==> src/rtl/core/rrs_pkg.sv <==
package rrs_pkg;

  localparam int unsigned MaxProcsDef = 32;

  localparam int unsigned TimeW  = 16;
  localparam int unsigned ClkW   = 23;
  localparam int unsigned TotW   = 29;
  localparam int unsigned NumW   = 7;
  localparam int unsigned CfgIdxW = 1;
  localparam int unsigned CfgW   = 16;

  localparam logic [CfgIdxW-1:0] RegQuantum = 1'd0;
  localparam logic [CfgIdxW-1:0] RegUseArr  = 1'd1;

  localparam logic [TimeW-1:0] QuantumRst = 16'd4;

endpackage

==> src/rtl/core/round_robin_schedule_timing_unit.sv <==
// channel   direction  handshake              payload
// command   in         start / busy           arrival_time_i, burst_time_i, last_process_i
// result    out        result_valid_o strobe  proc_rank_o .. last_result_o
// config    in         cfg_we_i, cfg_idx_i    cfg_wdata_i
//
// during the sorted insertion into the arrival memory a record is read and compared
// with each slot above it (S_INS_RD, S_INS_CMP) and moves up past later arrivals
// the last record starts the schedule: each slice pops the ready ring (S_DISP,
// S_POP), runs for the quantum or the remaining burst (S_SLICE), admits arrivals
// (S_ADM_RD, S_ADM_CMP) and rejoins or completes (S_REJOIN); results: S_OUT_RD/EM
// reset clears all control state; the memories need no clearing
// results go out one per strobe and cannot be stalled by the receiver

module round_robin_schedule_timing_unit #(
  parameter int unsigned MAX_PROCS = rrs_pkg::MaxProcsDef
) (
  input  logic                         clk_i,
  input  logic                         rst_ni,
  input  logic                         start,
  output logic                         busy,
  input  logic [rrs_pkg::TimeW-1:0]    arrival_time_i,
  input  logic [rrs_pkg::TimeW-1:0]    burst_time_i,
  input  logic                         last_process_i,
  input  logic                         cfg_we_i,
  input  logic [rrs_pkg::CfgIdxW-1:0]  cfg_idx_i,
  input  logic [rrs_pkg::CfgW-1:0]     cfg_wdata_i,
  output logic                         result_valid_o,
  output logic [rrs_pkg::NumW-1:0]     proc_rank_o,
  output logic [rrs_pkg::TimeW-1:0]    arrival_out_o,
  output logic [rrs_pkg::TimeW-1:0]    burst_out_o,
  output logic [rrs_pkg::ClkW-1:0]     completion_time_o,
  output logic [rrs_pkg::ClkW-1:0]     turnaround_time_o,
  output logic [rrs_pkg::ClkW-1:0]     waiting_time_o,
  output logic [rrs_pkg::TotW-1:0]     total_waiting_o,
  output logic [rrs_pkg::TotW-1:0]     total_turnaround_o,
  output logic                         last_result_o
);

  import rrs_pkg::*;

  localparam int unsigned AW = $clog2(MAX_PROCS);
  localparam int unsigned CW = $clog2(MAX_PROCS + 1);

  localparam logic [3:0] S_IDLE    = 4'd0;
  localparam logic [3:0] S_INS_RD  = 4'd1;
  localparam logic [3:0] S_INS_CMP = 4'd2;
  localparam logic [3:0] S_SIM_RD0 = 4'd3;
  localparam logic [3:0] S_SET_CLK = 4'd4;
  localparam logic [3:0] S_ADM_RD  = 4'd5;
  localparam logic [3:0] S_ADM_CMP = 4'd6;
  localparam logic [3:0] S_REJOIN  = 4'd7;
  localparam logic [3:0] S_DISP    = 4'd8;
  localparam logic [3:0] S_POP     = 4'd9;
  localparam logic [3:0] S_SLICE   = 4'd10;
  localparam logic [3:0] S_OUT_RD  = 4'd11;
  localparam logic [3:0] S_OUT_EM  = 4'd12;

  logic [3:0]       state_q, state_d;
  logic [TimeW-1:0] quantum_q;
  logic             use_arr_q;
  logic [TimeW-1:0] a_q, a_d, b_q, b_d;
  logic             last_q, last_d;
  logic [CW-1:0]    n_q, n_d, j_q, j_d, nai_q, nai_d, rcnt_q, rcnt_d, i_q, i_d;
  logic [AW-1:0]    head_q, head_d, id_q, id_d;
  logic [ClkW-1:0]  clk_q, clk_d;
  logic             post_q, post_d;
  logic [TimeW-1:0] left_q, left_d;
  logic [TotW-1:0]  tw_q, tw_d, tt_q, tt_d;

  logic             arr_we, rem_we, cmp_we, ring_we;
  logic [AW-1:0]    arr_wa, rem_wa, ring_wa, arr_ra, rem_ra, ring_ra;
  logic [TimeW-1:0] arr_wd, bur_wd, rem_wd;
  logic [AW-1:0]    ring_wd;
  logic [TimeW-1:0] arr_rd, bur_rd, rem_rd;
  logic [ClkW-1:0]  cmp_rd;
  logic [AW-1:0]    ring_rd;

  logic [CW:0]      tsum;
  logic [AW-1:0]    tail;
  logic [TimeW-1:0] q_eff, run;
  logic [ClkW-1:0]  tat, wt;

  rrs_ram #(.Width(TimeW), .Depth(MAX_PROCS)) u_arr (
    .clk_i, .we_i(arr_we), .waddr_i(arr_wa), .wdata_i(arr_wd),
    .raddr_i(arr_ra), .rdata_o(arr_rd)
  );
  rrs_ram #(.Width(TimeW), .Depth(MAX_PROCS)) u_bur (
    .clk_i, .we_i(arr_we), .waddr_i(arr_wa), .wdata_i(bur_wd),
    .raddr_i(arr_ra), .rdata_o(bur_rd)
  );
  rrs_ram #(.Width(TimeW), .Depth(MAX_PROCS)) u_rem (
    .clk_i, .we_i(rem_we), .waddr_i(rem_wa), .wdata_i(rem_wd),
    .raddr_i(rem_ra), .rdata_o(rem_rd)
  );
  rrs_ram #(.Width(ClkW), .Depth(MAX_PROCS)) u_cmp (
    .clk_i, .we_i(cmp_we), .waddr_i(id_q), .wdata_i(clk_q),
    .raddr_i(arr_ra), .rdata_o(cmp_rd)
  );
  rrs_ram #(.Width(AW), .Depth(MAX_PROCS)) u_ring (
    .clk_i, .we_i(ring_we), .waddr_i(ring_wa), .wdata_i(ring_wd),
    .raddr_i(ring_ra), .rdata_o(ring_rd)
  );

  always_ff @(posedge clk_i or negedge rst_ni) begin
    if (!rst_ni) begin
      quantum_q <= QuantumRst;
      use_arr_q <= 1'b1;
    end else if (cfg_we_i) begin
      unique case (cfg_idx_i)
        RegQuantum: quantum_q <= cfg_wdata_i[TimeW-1:0];
        RegUseArr:  use_arr_q <= cfg_wdata_i[0];
        default: ;
      endcase
    end
  end

  assign tsum  = (CW+1)'(head_q) + (CW+1)'(rcnt_q);
  assign tail  = (tsum >= (CW+1)'(MAX_PROCS)) ? AW'(tsum - (CW+1)'(MAX_PROCS)) : AW'(tsum);
  assign q_eff = (quantum_q == '0) ? TimeW'(1) : quantum_q;
  assign run   = (rem_rd < q_eff) ? rem_rd : q_eff;
  assign tat   = cmp_rd - ClkW'(arr_rd);
  assign wt    = tat - ClkW'(bur_rd);

  always_comb begin
    state_d = state_q;
    a_d = a_q; b_d = b_q; last_d = last_q;
    n_d = n_q; j_d = j_q; nai_d = nai_q; rcnt_d = rcnt_q; i_d = i_q;
    head_d = head_q; id_d = id_q; clk_d = clk_q; post_d = post_q;
    left_d = left_q; tw_d = tw_q; tt_d = tt_q;
    arr_we = 1'b0; rem_we = 1'b0; cmp_we = 1'b0; ring_we = 1'b0;
    arr_wa = j_q[AW-1:0]; arr_wd = a_q; bur_wd = b_q;
    rem_wa = j_q[AW-1:0]; rem_wd = b_q;
    ring_wa = tail; ring_wd = nai_q[AW-1:0];
    arr_ra = '0; rem_ra = ring_rd; ring_ra = head_q;
    busy = (state_q != S_IDLE);
    result_valid_o = 1'b0;
    last_result_o = 1'b0;
    total_waiting_o = '0;
    total_turnaround_o = '0;

    unique case (state_q)
      S_IDLE: begin
        if (start) begin
          a_d = use_arr_q ? arrival_time_i : '0;
          b_d = burst_time_i;
          last_d = last_process_i;
          j_d = n_q;
          if (n_q < CW'(MAX_PROCS)) begin
            state_d = S_INS_RD;
          end else if (last_process_i) begin
            state_d = S_SIM_RD0;
          end
        end
      end
      S_INS_RD: begin
        arr_ra = AW'(j_q - CW'(1));
        if (j_q == '0) begin
          arr_we = 1'b1; rem_we = 1'b1;
          n_d = n_q + CW'(1);
          state_d = last_q ? S_SIM_RD0 : S_IDLE;
        end else begin
          state_d = S_INS_CMP;
        end
      end
      S_INS_CMP: begin
        arr_we = 1'b1; rem_we = 1'b1;
        if (arr_rd > a_q) begin
          arr_wd = arr_rd; bur_wd = bur_rd; rem_wd = bur_rd;
          j_d = j_q - CW'(1);
          state_d = S_INS_RD;
        end else begin
          n_d = n_q + CW'(1);
          state_d = last_q ? S_SIM_RD0 : S_IDLE;
        end
      end
      S_SIM_RD0: begin
        arr_ra = '0;
        head_d = '0; rcnt_d = '0; nai_d = '0;
        state_d = S_SET_CLK;
      end
      S_SET_CLK: begin
        clk_d = ClkW'(arr_rd);
        post_d = 1'b0;
        state_d = S_ADM_RD;
      end
      S_ADM_RD: begin
        arr_ra = nai_q[AW-1:0];
        if (nai_q >= n_q) begin
          state_d = post_q ? S_REJOIN : S_DISP;
        end else begin
          state_d = S_ADM_CMP;
        end
      end
      S_ADM_CMP: begin
        if (ClkW'(arr_rd) <= clk_q) begin
          ring_we = 1'b1;
          rcnt_d = rcnt_q + CW'(1);
          nai_d = nai_q + CW'(1);
          state_d = S_ADM_RD;
        end else begin
          state_d = post_q ? S_REJOIN : S_DISP;
        end
      end
      S_REJOIN: begin
        if (left_q != '0) begin
          ring_we = 1'b1;
          ring_wd = id_q;
          rcnt_d = rcnt_q + CW'(1);
        end else begin
          cmp_we = 1'b1;
        end
        post_d = 1'b0;
        state_d = S_DISP;
      end
      S_DISP: begin
        arr_ra = nai_q[AW-1:0];
        if (rcnt_q == '0) begin
          if (nai_q >= n_q) begin
            i_d = '0; tw_d = '0; tt_d = '0;
            state_d = S_OUT_RD;
          end else begin
            state_d = S_SET_CLK;
          end
        end else begin
          head_d = (head_q == AW'(MAX_PROCS - 1)) ? '0 : head_q + AW'(1);
          rcnt_d = rcnt_q - CW'(1);
          state_d = S_POP;
        end
      end
      S_POP: begin
        id_d = ring_rd;
        state_d = S_SLICE;
      end
      S_SLICE: begin
        clk_d = clk_q + ClkW'(run);
        left_d = rem_rd - run;
        rem_we = 1'b1;
        rem_wa = id_q;
        rem_wd = rem_rd - run;
        post_d = 1'b1;
        state_d = S_ADM_RD;
      end
      S_OUT_RD: begin
        arr_ra = i_q[AW-1:0];
        state_d = S_OUT_EM;
      end
      S_OUT_EM: begin
        result_valid_o = 1'b1;
        tw_d = tw_q + TotW'(wt);
        tt_d = tt_q + TotW'(tat);
        i_d = i_q + CW'(1);
        if (i_q + CW'(1) == n_q) begin
          last_result_o = 1'b1;
          total_waiting_o = tw_q + TotW'(wt);
          total_turnaround_o = tt_q + TotW'(tat);
          n_d = '0; nai_d = '0; rcnt_d = '0; head_d = '0; clk_d = '0;
          state_d = S_IDLE;
        end else begin
          state_d = S_OUT_RD;
        end
      end
      default: state_d = S_IDLE;
    endcase
  end

  assign proc_rank_o       = NumW'(i_q) + NumW'(1);
  assign arrival_out_o     = arr_rd;
  assign burst_out_o       = bur_rd;
  assign completion_time_o = cmp_rd;
  assign turnaround_time_o = tat;
  assign waiting_time_o    = wt;

  always_ff @(posedge clk_i or negedge rst_ni) begin
    if (!rst_ni) begin
      state_q <= S_IDLE;
      last_q  <= 1'b0;
      n_q     <= '0;
      j_q     <= '0;
      nai_q   <= '0;
      rcnt_q  <= '0;
      i_q     <= '0;
      head_q  <= '0;
      clk_q   <= '0;
      post_q  <= 1'b0;
      tw_q    <= '0;
      tt_q    <= '0;
    end else begin
      state_q <= state_d;
      last_q  <= last_d;
      n_q     <= n_d;
      j_q     <= j_d;
      nai_q   <= nai_d;
      rcnt_q  <= rcnt_d;
      i_q     <= i_d;
      head_q  <= head_d;
      clk_q   <= clk_d;
      post_q  <= post_d;
      tw_q    <= tw_d;
      tt_q    <= tt_d;
    end
  end

  always_ff @(posedge clk_i) begin
    a_q    <= a_d;
    b_q    <= b_d;
    id_q   <= id_d;
    left_q <= left_d;
  end

  a_strobe_busy: assert property (@(posedge clk_i) disable iff (!rst_ni)
    result_valid_o |-> busy) else $error("result strobe while idle");

  a_last_idle: assert property (@(posedge clk_i) disable iff (!rst_ni)
    (result_valid_o && last_result_o) |=> !busy) else $error("busy after final word");

  a_ring_bound: assert property (@(posedge clk_i) disable iff (!rst_ni)
    rcnt_q <= n_q) else $error("ready ring holds more than the loaded records");

  a_count_bound: assert property (@(posedge clk_i) disable iff (!rst_ni)
    n_q <= CW'(MAX_PROCS)) else $error("record count beyond capacity");

endmodule

==> src/rtl/core/rrs_ram.sv <==
module rrs_ram #(
  parameter int unsigned Width = 16,
  parameter int unsigned Depth = 32
) (
  input  logic                     clk_i,
  input  logic                     we_i,
  input  logic [$clog2(Depth)-1:0] waddr_i,
  input  logic [Width-1:0]         wdata_i,
  input  logic [$clog2(Depth)-1:0] raddr_i,
  output logic [Width-1:0]         rdata_o
);

  logic [Width-1:0] mem_q [Depth];

  always_ff @(posedge clk_i) begin
    if (we_i) begin
      mem_q[waddr_i] <= wdata_i;
    end
    rdata_o <= mem_q[raddr_i];
  end

endmodule
==> config.mk <==
export PLATFORM = sky130hd
export DESIGN_NAME = round_robin_schedule_timing_unit
export DESIGN_NICKNAME = d
export VERILOG_FILES = /design/src/rtl/core/rrs_pkg.sv /design/src/rtl/core/round_robin_schedule_timing_unit.sv /design/src/rtl/core/rrs_ram.sv
export SDC_FILE = /design/constraint.sdc
export NUM_CORES = 2
export LEC_CHECK = 0
export BUFFER_PORTS_ARGS = -buffer_cell sky130_fd_sc_hd__buf_2
export CELL_PAD_IN_SITES_DETAIL_PLACEMENT = 0
export CELL_PAD_IN_SITES_GLOBAL_PLACEMENT = 1
export CORE_ASPECT_RATIO = 1.5
export CORE_UTILIZATION = 57
export DETAILED_ROUTE_END_ITERATION = 6
export GPL_ROUTABILITY_DRIVEN = 0
export PLACE_DENSITY_LB_ADDON = 0.1
export SETUP_SLACK_MARGIN = 0.5
export SLEW_MARGIN = 5
export SYNTH_ARGS = -nofsm -noshare
export SYNTH_HDL_FRONTEND = slang
export SYNTH_SLANG_ARGS = --single-unit
==> constraint.sdc <==
create_clock -name clk_i -period 16 [get_ports clk_i]
set_input_delay 0.8 -clock clk_i [delete_from_list [all_inputs] [get_ports clk_i]]
set_output_delay 0.8 -clock clk_i [all_outputs]
set_load 0.05 [all_outputs]
== Yosys cells after proc, flatten, opt, wreduce, memory -nomap -nowiden ==
Memories as Yosys holds them, arrays and structs flattened. A register that Yosys moved wholly into a read port is not among the register bits.
Index checks and enable logic that the tools add are counted.
Widths: inputs -> output; s select.

* $mul: 0
* Bitwise gates (word level): 1
* $add $sub $neg: 16
* $lt $le $gt $ge: 6
* Mux-type cells: 75
* Reduce and logical (&&, ||, !) cells: 29
* Divide/modulo/power cells: 0
* Equal/unequal tests: 25
* Shifts and indexed selects: 0

{| class="wikitable"
|+ Operator list
! cell !! number
|-
| $mux 29 || 6
|-
| $pmux 29 s2 || 2
|-
| $mux 16 || 6
|-
| $pmux 23 s3 || 1
|-
| $mux 6 || 11
|-
| $add 29x23->29 || 2
|-
| $pmux 4 s12 || 1
|-
| $sub 23x16->23 || 2
|-
| $mux 4 || 9
|-
| $pmux 6 s3 || 2
|-
| $mux 5 || 7
|-
| $pmux 16 s2 || 1
|-
| $pmux 5 s3 || 2
|-
| $pmux 6 s5 || 1
|-
| $add 6x1->6 const B || 4
|-
| $pmux 6 s2 || 2
|-
| $add 23x16->23 || 1
|-
| $le 16x23->1 || 1
|-
| $mux 23 || 1
|-
| $eq 4x4->1 const B || 5
|-
| $ne 2x2->1 const B || 10
|-
| $eq 4x3->1 const B || 4
|-
| $gt 16x16->1 || 1
|-
| $logic_not 16->1 || 1
|-
| 31 further kinds || 69
|}

* Register bits: 192
* Memories: 5
* Output and inout port bits: 169
* Logic and storage cells: 175
* Memory bits (writable): 2432
* Memory bits (read-only): 0
* Bits in latches: 0
* Input port bits: 54

{| class="wikitable"
|+ Memory list
! memory !! words !! bits a word !! rd ports !! clocked after memory_dff !! write ports !! RTL line !! RTL
|-
| u_cmp.mem_q || 32 || 23 || 1 || 1 || 1 || rrs_ram.sv:13 || <nowiki>logic [Width-1:0] mem_q [Depth];</nowiki>
|-
| u_arr.mem_q || 32 || 16 || 1 || 1 || 1 || rrs_ram.sv:13 ||
|-
| u_bur.mem_q || 32 || 16 || 1 || 1 || 1 || rrs_ram.sv:13 ||
|-
| u_rem.mem_q || 32 || 16 || 1 || 1 || 1 || rrs_ram.sv:13 ||
|-
| u_ring.mem_q || 32 || 5 || 1 || 1 || 1 || rrs_ram.sv:13 ||
|}

== Longest topological paths before layout ==
* Depth after elaboration: 6
* Mapped depth: 29
* Depth with buffers taken out: 29

== Cells and area by module ==
Synthesis repeated with hierarchy kept, for this count alone.

* Cell total of the unflattened synthesis: 7314
* Area, all modules: 113792.9 sq um

{| class="wikitable"
|+ Modules (own cells, without submodules)
! module !! instances !! area an instance (sq um) !! cells each !! sequential area each (sq um)
|-
| rrs_ram at u_bur ... || 2 || 20535.9 || 1143 || 15695.1
|-
| rrs_ram at u_cmp || 1 || 29243.0 || 1619 || 22561.6
|-
| rrs_ram at u_arr || 1 || 20534.7 || 1143 || 15695.1
|-
| round_robin_schedule_timing_unit || 1 || 16598.4 || 1989 || 5072.4
|-
| rrs_ram at u_ring || 1 || 6344.8 || 277 || 4904.7
|}

== Worst setup path after synthesis ==
No wires, ideal clock.

* Path kind: reg2out
* Start: register u_arr.rdata_o[5] (read register of u_arr.mem_q)
* End: output total_waiting_o[27] (netlist name)
* Required time: 15.200 ns
* Path buffers: 1
* Path slack: 7.682 ns
* Stages on the path, launching flop included: 30
* Arrival time: 7.518 ns
* Path through: dfxtp_1 inv_1 ha_1 clkbuf_1 nand4_1 a21oi_1 nor2_1 nor2b_1 o21ai_0 a21boi_0 o21ai_0 nand2b_1 xor2_1 ha_1 nor3_1 nor2_1 nand2_1 o21ai_0 nor2_1 xor2_1 ha_1 a21oi_1 nand2_1 o21ai_0 o21a_1 a21oi_1 o41ai_2 nor2_1 xnor2_1 nor2_1

* Longest elaborated chain between the ends: 5

{| class="wikitable"
|+ RTL lines
! element !! RTL line !! RTL
|-
| start, declared || rrs_ram.sv:10 || <nowiki>output logic [Width-1:0] rdata_o</nowiki>
|-
| $sub 23x16->23 || round_robin_schedule_timing_unit.sv:121 || <nowiki>assign tat = cmp_rd - ClkW'(arr_rd);</nowiki>
|-
| named net turnaround_time_o, one bit || round_robin_schedule_timing_unit.sv:32 || <nowiki>output logic [rrs_pkg::ClkW-1:0] turnaround_time_o,</nowiki>
|-
| $sub 23x16->23 || round_robin_schedule_timing_unit.sv:122 || <nowiki>assign wt = tat - ClkW'(bur_rd);</nowiki>
|-
| named net waiting_time_o, one bit || round_robin_schedule_timing_unit.sv:33 || <nowiki>output logic [rrs_pkg::ClkW-1:0] waiting_time_o,</nowiki>
|-
| $add 29x23->29 || round_robin_schedule_timing_unit.sv:254 || <nowiki>total_waiting_o = tw_q + TotW'(wt);</nowiki>
|-
| $mux 29 || round_robin_schedule_timing_unit.sv:252 || <nowiki>if (i_q + CW'(1) == n_q) begin</nowiki>
|-
| $mux 29 || round_robin_schedule_timing_unit.sv:141 || <nowiki>unique case (state_q)</nowiki>
|-
| end, declared || round_robin_schedule_timing_unit.sv:34 || <nowiki>output logic [rrs_pkg::TotW-1:0] total_waiting_o,</nowiki>
|}

The timed path passes the listed nets, and every way through them passes these cells.

== Worst setup path after layout ==
* Start: register u_arr.rdata_o[0] (read register of u_arr.mem_q)
* End: output total_waiting_o[28] (netlist name)

* Longest elaborated chain between the ends: 5

{| class="wikitable"
|+ RTL lines
! element !! RTL line
|-
| $sub 23x16->23 || round_robin_schedule_timing_unit.sv:121
|-
| $sub 23x16->23 || round_robin_schedule_timing_unit.sv:122
|-
| $add 29x23->29 || round_robin_schedule_timing_unit.sv:254
|-
| $mux 29 || round_robin_schedule_timing_unit.sv:252
|-
| $mux 29 || round_robin_schedule_timing_unit.sv:141
|}

Every way passes these cells.

==> summary.log <==
INFO  timing         tns=0ns
INFO  synthesis      yosysWarningCount=0
INFO  final_layout   layout-drive-gt1-share=13.1%
INFO  worst_setup_path cp_common_cell=sky130_fd_sc_hd__a21oi_1
INFO  cts            clk-insertion-delay-late=0.90ns
INFO  synthesis      yosys_register_bits=2,700
INFO  timing         period_share=51.1%
INFO  timing         max_slew.worst_pin.slew=1.37ns
INFO  synthesis      synth_top_flop_cell=sky130_fd_sc_hd__edfxtp_1
INFO  synthesis      netlist.top_cell.by_area=sky130_fd_sc_hd__edfxtp_1
INFO  timing         drv_slew=0
INFO  worst_setup_path timing.setup.critical_path_class=reg2out
INFO  placed_design  portBuffers=222
INFO  synthesis      yosys.cell_types.count=90
INFO  placed_design  postPlaceCellArea=119,000um2
INFO  placed_design  place.detailed.instances=11,123
INFO  synthesis      synth_commonest_cells=sky130_fd_sc_hd__edfxtp_1, sky130_fd_sc_hd__nand2_1, sky130_fd_sc_hd__nand3_1
INFO  timing         fmax_achieved=122MHz
INFO  final_layout   layout.cell_area.non_filler=127,000um2
INFO  worst_setup_path cp_data_arrival_time=7.37ns
INFO  detailed_routing detailedRoute.firstIterationViolations=7,766
INFO  timing         timing.final.hold_violations=0
INFO  cts            cts_tree=built
INFO  power          worst_ir_drop_vdd=419uV
INFO  final_layout   layoutNonFillerInstCount=11,619
INFO  cts            holdBufCountCts=1
INFO  grt            grt_pass1_vias=71,395
INFO  synthesis      synthesis.area_per_instance=13.3um2
INFO  final_layout   flow.area_growth_from_synthesis=11.0%
INFO  cts            cts.repair_timing.setup_buffer_count=0
INFO  detailed_routing routed_wirelength=337,000um
INFO  worst_setup_path crit_fanout=6
INFO  placed_design  dpl.hpwl=200,000um
INFO  detailed_routing antenna_violating_nets_left=0
INFO  timing         finalSetupViolations=0
INFO  timing         fin_crit_period=8.17ns
INFO  grt            grt-ovfl-total=0
INFO  cts            cts.reportedPaths.clkPinSlew=0.07ns
INFO  worst_hold_path hold_class=in2reg
INFO  synthesis      synth.net_count=8,794
INFO  synthesis      number_of_cells_produced_by_synthesis=8,553
INFO  worst_setup_path end_kind=primary output
INFO  worst_setup_path worst-path-buf-inv=2
INFO  final_layout   filler_instances=14,599
INFO  worst_setup_path timing.critical_path.required=15.20ns
INFO  worst_setup_path crit_start_category=register
INFO  cts            cts.sink_count=2,700
INFO  die            placeableCoreArea=198,000um2
INFO  worst_setup_path critPathTopFamily=compound AO/OA/AOI/OAI gates
INFO  cts            cts-root-to-sink-buffers=4
INFO  synthesis      synth_top_area_share=65.4%
INFO  die            fp.dieArea=202,000um2
INFO  run_status     outcome=finished clean
INFO  cts            clockRootBuffer=sky130_fd_sc_hd__clkbuf_16
INFO  cts            cts_resized=0
INFO  detailed_routing vias=73,855
INFO  detailed_routing drt-pass1-iter-count=6
INFO  timing         grt_setup_unrepaired=no
INFO  run            maxCapViolCount=0
INFO  die            rows=200
INFO  synthesis      synth_edf_count=2,485
INFO  synthesis      synthArstFlopShare=5.15%
INFO  detailed_routing detail_route.vias_per_cell=6.36
INFO  die            num_io_pins=223
INFO  cts            cts_made_buffers=246
INFO  grt            grt_pass1_wl=484,000um
INFO  grt            groute.usage.overall=33.0%
INFO  grt            antenna_violations_before_repair=22
INFO  final_layout   finalNetCount=8,987
INFO  power          p_per_area=219nW/um2
INFO  die            dieWidth=367um
INFO  cts            cts.htree.levels=4
INFO  power          power.static_leakage=44.4nW
INFO  die            dieHeight=550um
INFO  detailed_routing remaining_drc_errors=0
INFO  worst_setup_path crit_path_top_delay_cell=sky130_fd_sc_hd__o41ai_1
INFO  detailed_routing routed_wire_per_std_cell=29.0um
INFO  worst_setup_path critical-path-max-stage-delay=0.57ns
INFO  timing         final.setup_skew=0.0521ns
INFO  die            floorplan.initialDensity=57.5%
INFO  grt            grt_max_degree=145
INFO  synthesis      synth_sequential_area_ratio=69.8%
INFO  final_layout   layout.core_utilization=63.8%
INFO  synthesis      ys_top_cells_by_area=sky130_fd_sc_hd__edfxtp_1, sky130_fd_sc_hd__nand2_1, sky130_fd_sc_hd__mux4_2, sky130_fd_sc_hd__dfrtp_1, sky130_fd_sc_hd__nand3_1
INFO  timing         relSlewSlack=7.24%
INFO  synthesis      synthesis.area=114,000um2
INFO  synthesis      post-synth-top-count-cell=sky130_fd_sc_hd__edfxtp_1
[final cells by class]
class / count / area [um2] / area share (%)
Tap cell: 2626 / 3290 / 2.59
Timing Repair Buffer: 452 / 2960 / 2.33
Multi-Input combinational cell: 5170 / 32300 / 25.5
Clock inverter: 123 / 1090 / 0.863
Antenna cell: 51 / 128 / 0.101
Sequential cell: 2700 / 79600 / 62.9
Clock buffer: 321 / 6550 / 5.17
Inverter: 176 / 661 / 0.522
[worst paths after layout]
kind,startpoint,to,slack [ns],cells after the start
worst max register to register,state_q[0],u_arr.rdata_o[6],9.57,10
min in group asynchronous,rst_ni,tw_q[27],0.48,2
worst min register to register,tt_q[15],tt_q[15],0.49,2
worst min-delay path,burst_time_i[3],b_q[3],0.10,1
worst max-delay path,u_arr.rdata_o[0],total_waiting_o[28],7.83,26
max in group asynchronous,rst_ni,head_q[0],14.29,3
[power breakdown]
group	switching (W)	internal [W]
logic	0.00916	0.00382
clock network	0.00258	0.00312
registers	0.000420	0.00866
[layer usage]
metal / track usage, % / share of wire, %
met2: 55.7 / 50
met4: 19.3 / 6.4
met3: 4.92 / 7.3
met5: 0 / 0.0036
met1: 40.6 / 36
[layout by cell type, fill, tap and decap left out, types with 33 or more instances in the layout]
| master | count |
|---|---|
| sky130_fd_sc_hd__diode_2 | 51 |
| sky130_fd_sc_hd__xnor2_1 | 83 |
| sky130_fd_sc_hd__inv_1 | 171 |
| sky130_fd_sc_hd__nor2_4 | 34 |
| sky130_fd_sc_hd__o311ai_1 | 33 |
| sky130_fd_sc_hd__nand3_1 | 669 |
| sky130_fd_sc_hd__nor2_1 | 210 |
| sky130_fd_sc_hd__nor3_1 | 69 |
| sky130_fd_sc_hd__mux2_2 | 49 |
| sky130_fd_sc_hd__buf_4 | 219 |
| sky130_fd_sc_hd__a21o_1 | 46 |
| sky130_fd_sc_hd__clkinv_1 | 47 |
| sky130_fd_sc_hd__clkbuf_16 | 247 |
| sky130_fd_sc_hd__ha_1 | 179 |
| sky130_fd_sc_hd__and3_1 | 291 |
| sky130_fd_sc_hd__o31ai_1 | 60 |
| sky130_fd_sc_hd__a21oi_1 | 117 |
| sky130_fd_sc_hd__nand2_1 | 2039 |
| sky130_fd_sc_hd__dfrtp_1 | 134 |
| sky130_fd_sc_hd__mux4_2 | 180 |
| sky130_fd_sc_hd__clkinv_2 | 42 |
| sky130_fd_sc_hd__dfxtp_1 | 72 |
| sky130_fd_sc_hd__a311oi_1 | 223 |
| sky130_fd_sc_hd__a31oi_1 | 77 |
| sky130_fd_sc_hd__buf_2 | 222 |
| sky130_fd_sc_hd__mux2i_1 | 52 |
| sky130_fd_sc_hd__edfxtp_1 | 2485 |
| sky130_fd_sc_hd__xor2_1 | 43 |
| sky130_fd_sc_hd__o21ai_0 | 176 |
| sky130_fd_sc_hd__a211oi_1 | 75 |
| sky130_fd_sc_hd__clkbuf_1 | 65 |
[flip-flops by register name (all words and copies together) (netlist names), 16 cells and up]
signal and flops:
a_q 16, b_q 16, clk_q 23, left_q 16, quantum_q 16, tt_q 29
tw_q 29, u_arr.mem_q 512, u_arr.rdata_o 16, u_bur.mem_q 512, u_bur.rdata_o 16, u_cmp.mem_q 736
u_cmp.rdata_o 23, u_rem.mem_q 512, u_rem.rdata_o 16, u_ring.mem_q 160
[cell families after synthesis]
family                     share of synthesized area (%)
buffers and inverters                               2.47
DFF                                                 69.8
adders and majority gates                           2.10
muxes                                               4.49
and+or+nand+nor                                     13.4
xor gates and xnor gates                            1.04
AOI/OAI and AO/OA                                   6.72
[per-stage QoR]
| stage | hold WS, ns | total power, W | setup slack [ns] |
|---|---|---|---|
| after global routing | 0.0945 | 0.0289 | 7.03 |
| after detailed placement | 0.471 | 0.0220 | 8.74 |
| after CTS | 0.0619 | 0.0277 | 7.78 |
| final | 0.102 | 0.0278 | 7.83 |
| after global placement | 0.468 | 0.0219 | 8.74 |
| after floorplan | 0.406 | 0.0178 | 7.68 |
(Power assumes the default switching activity.)
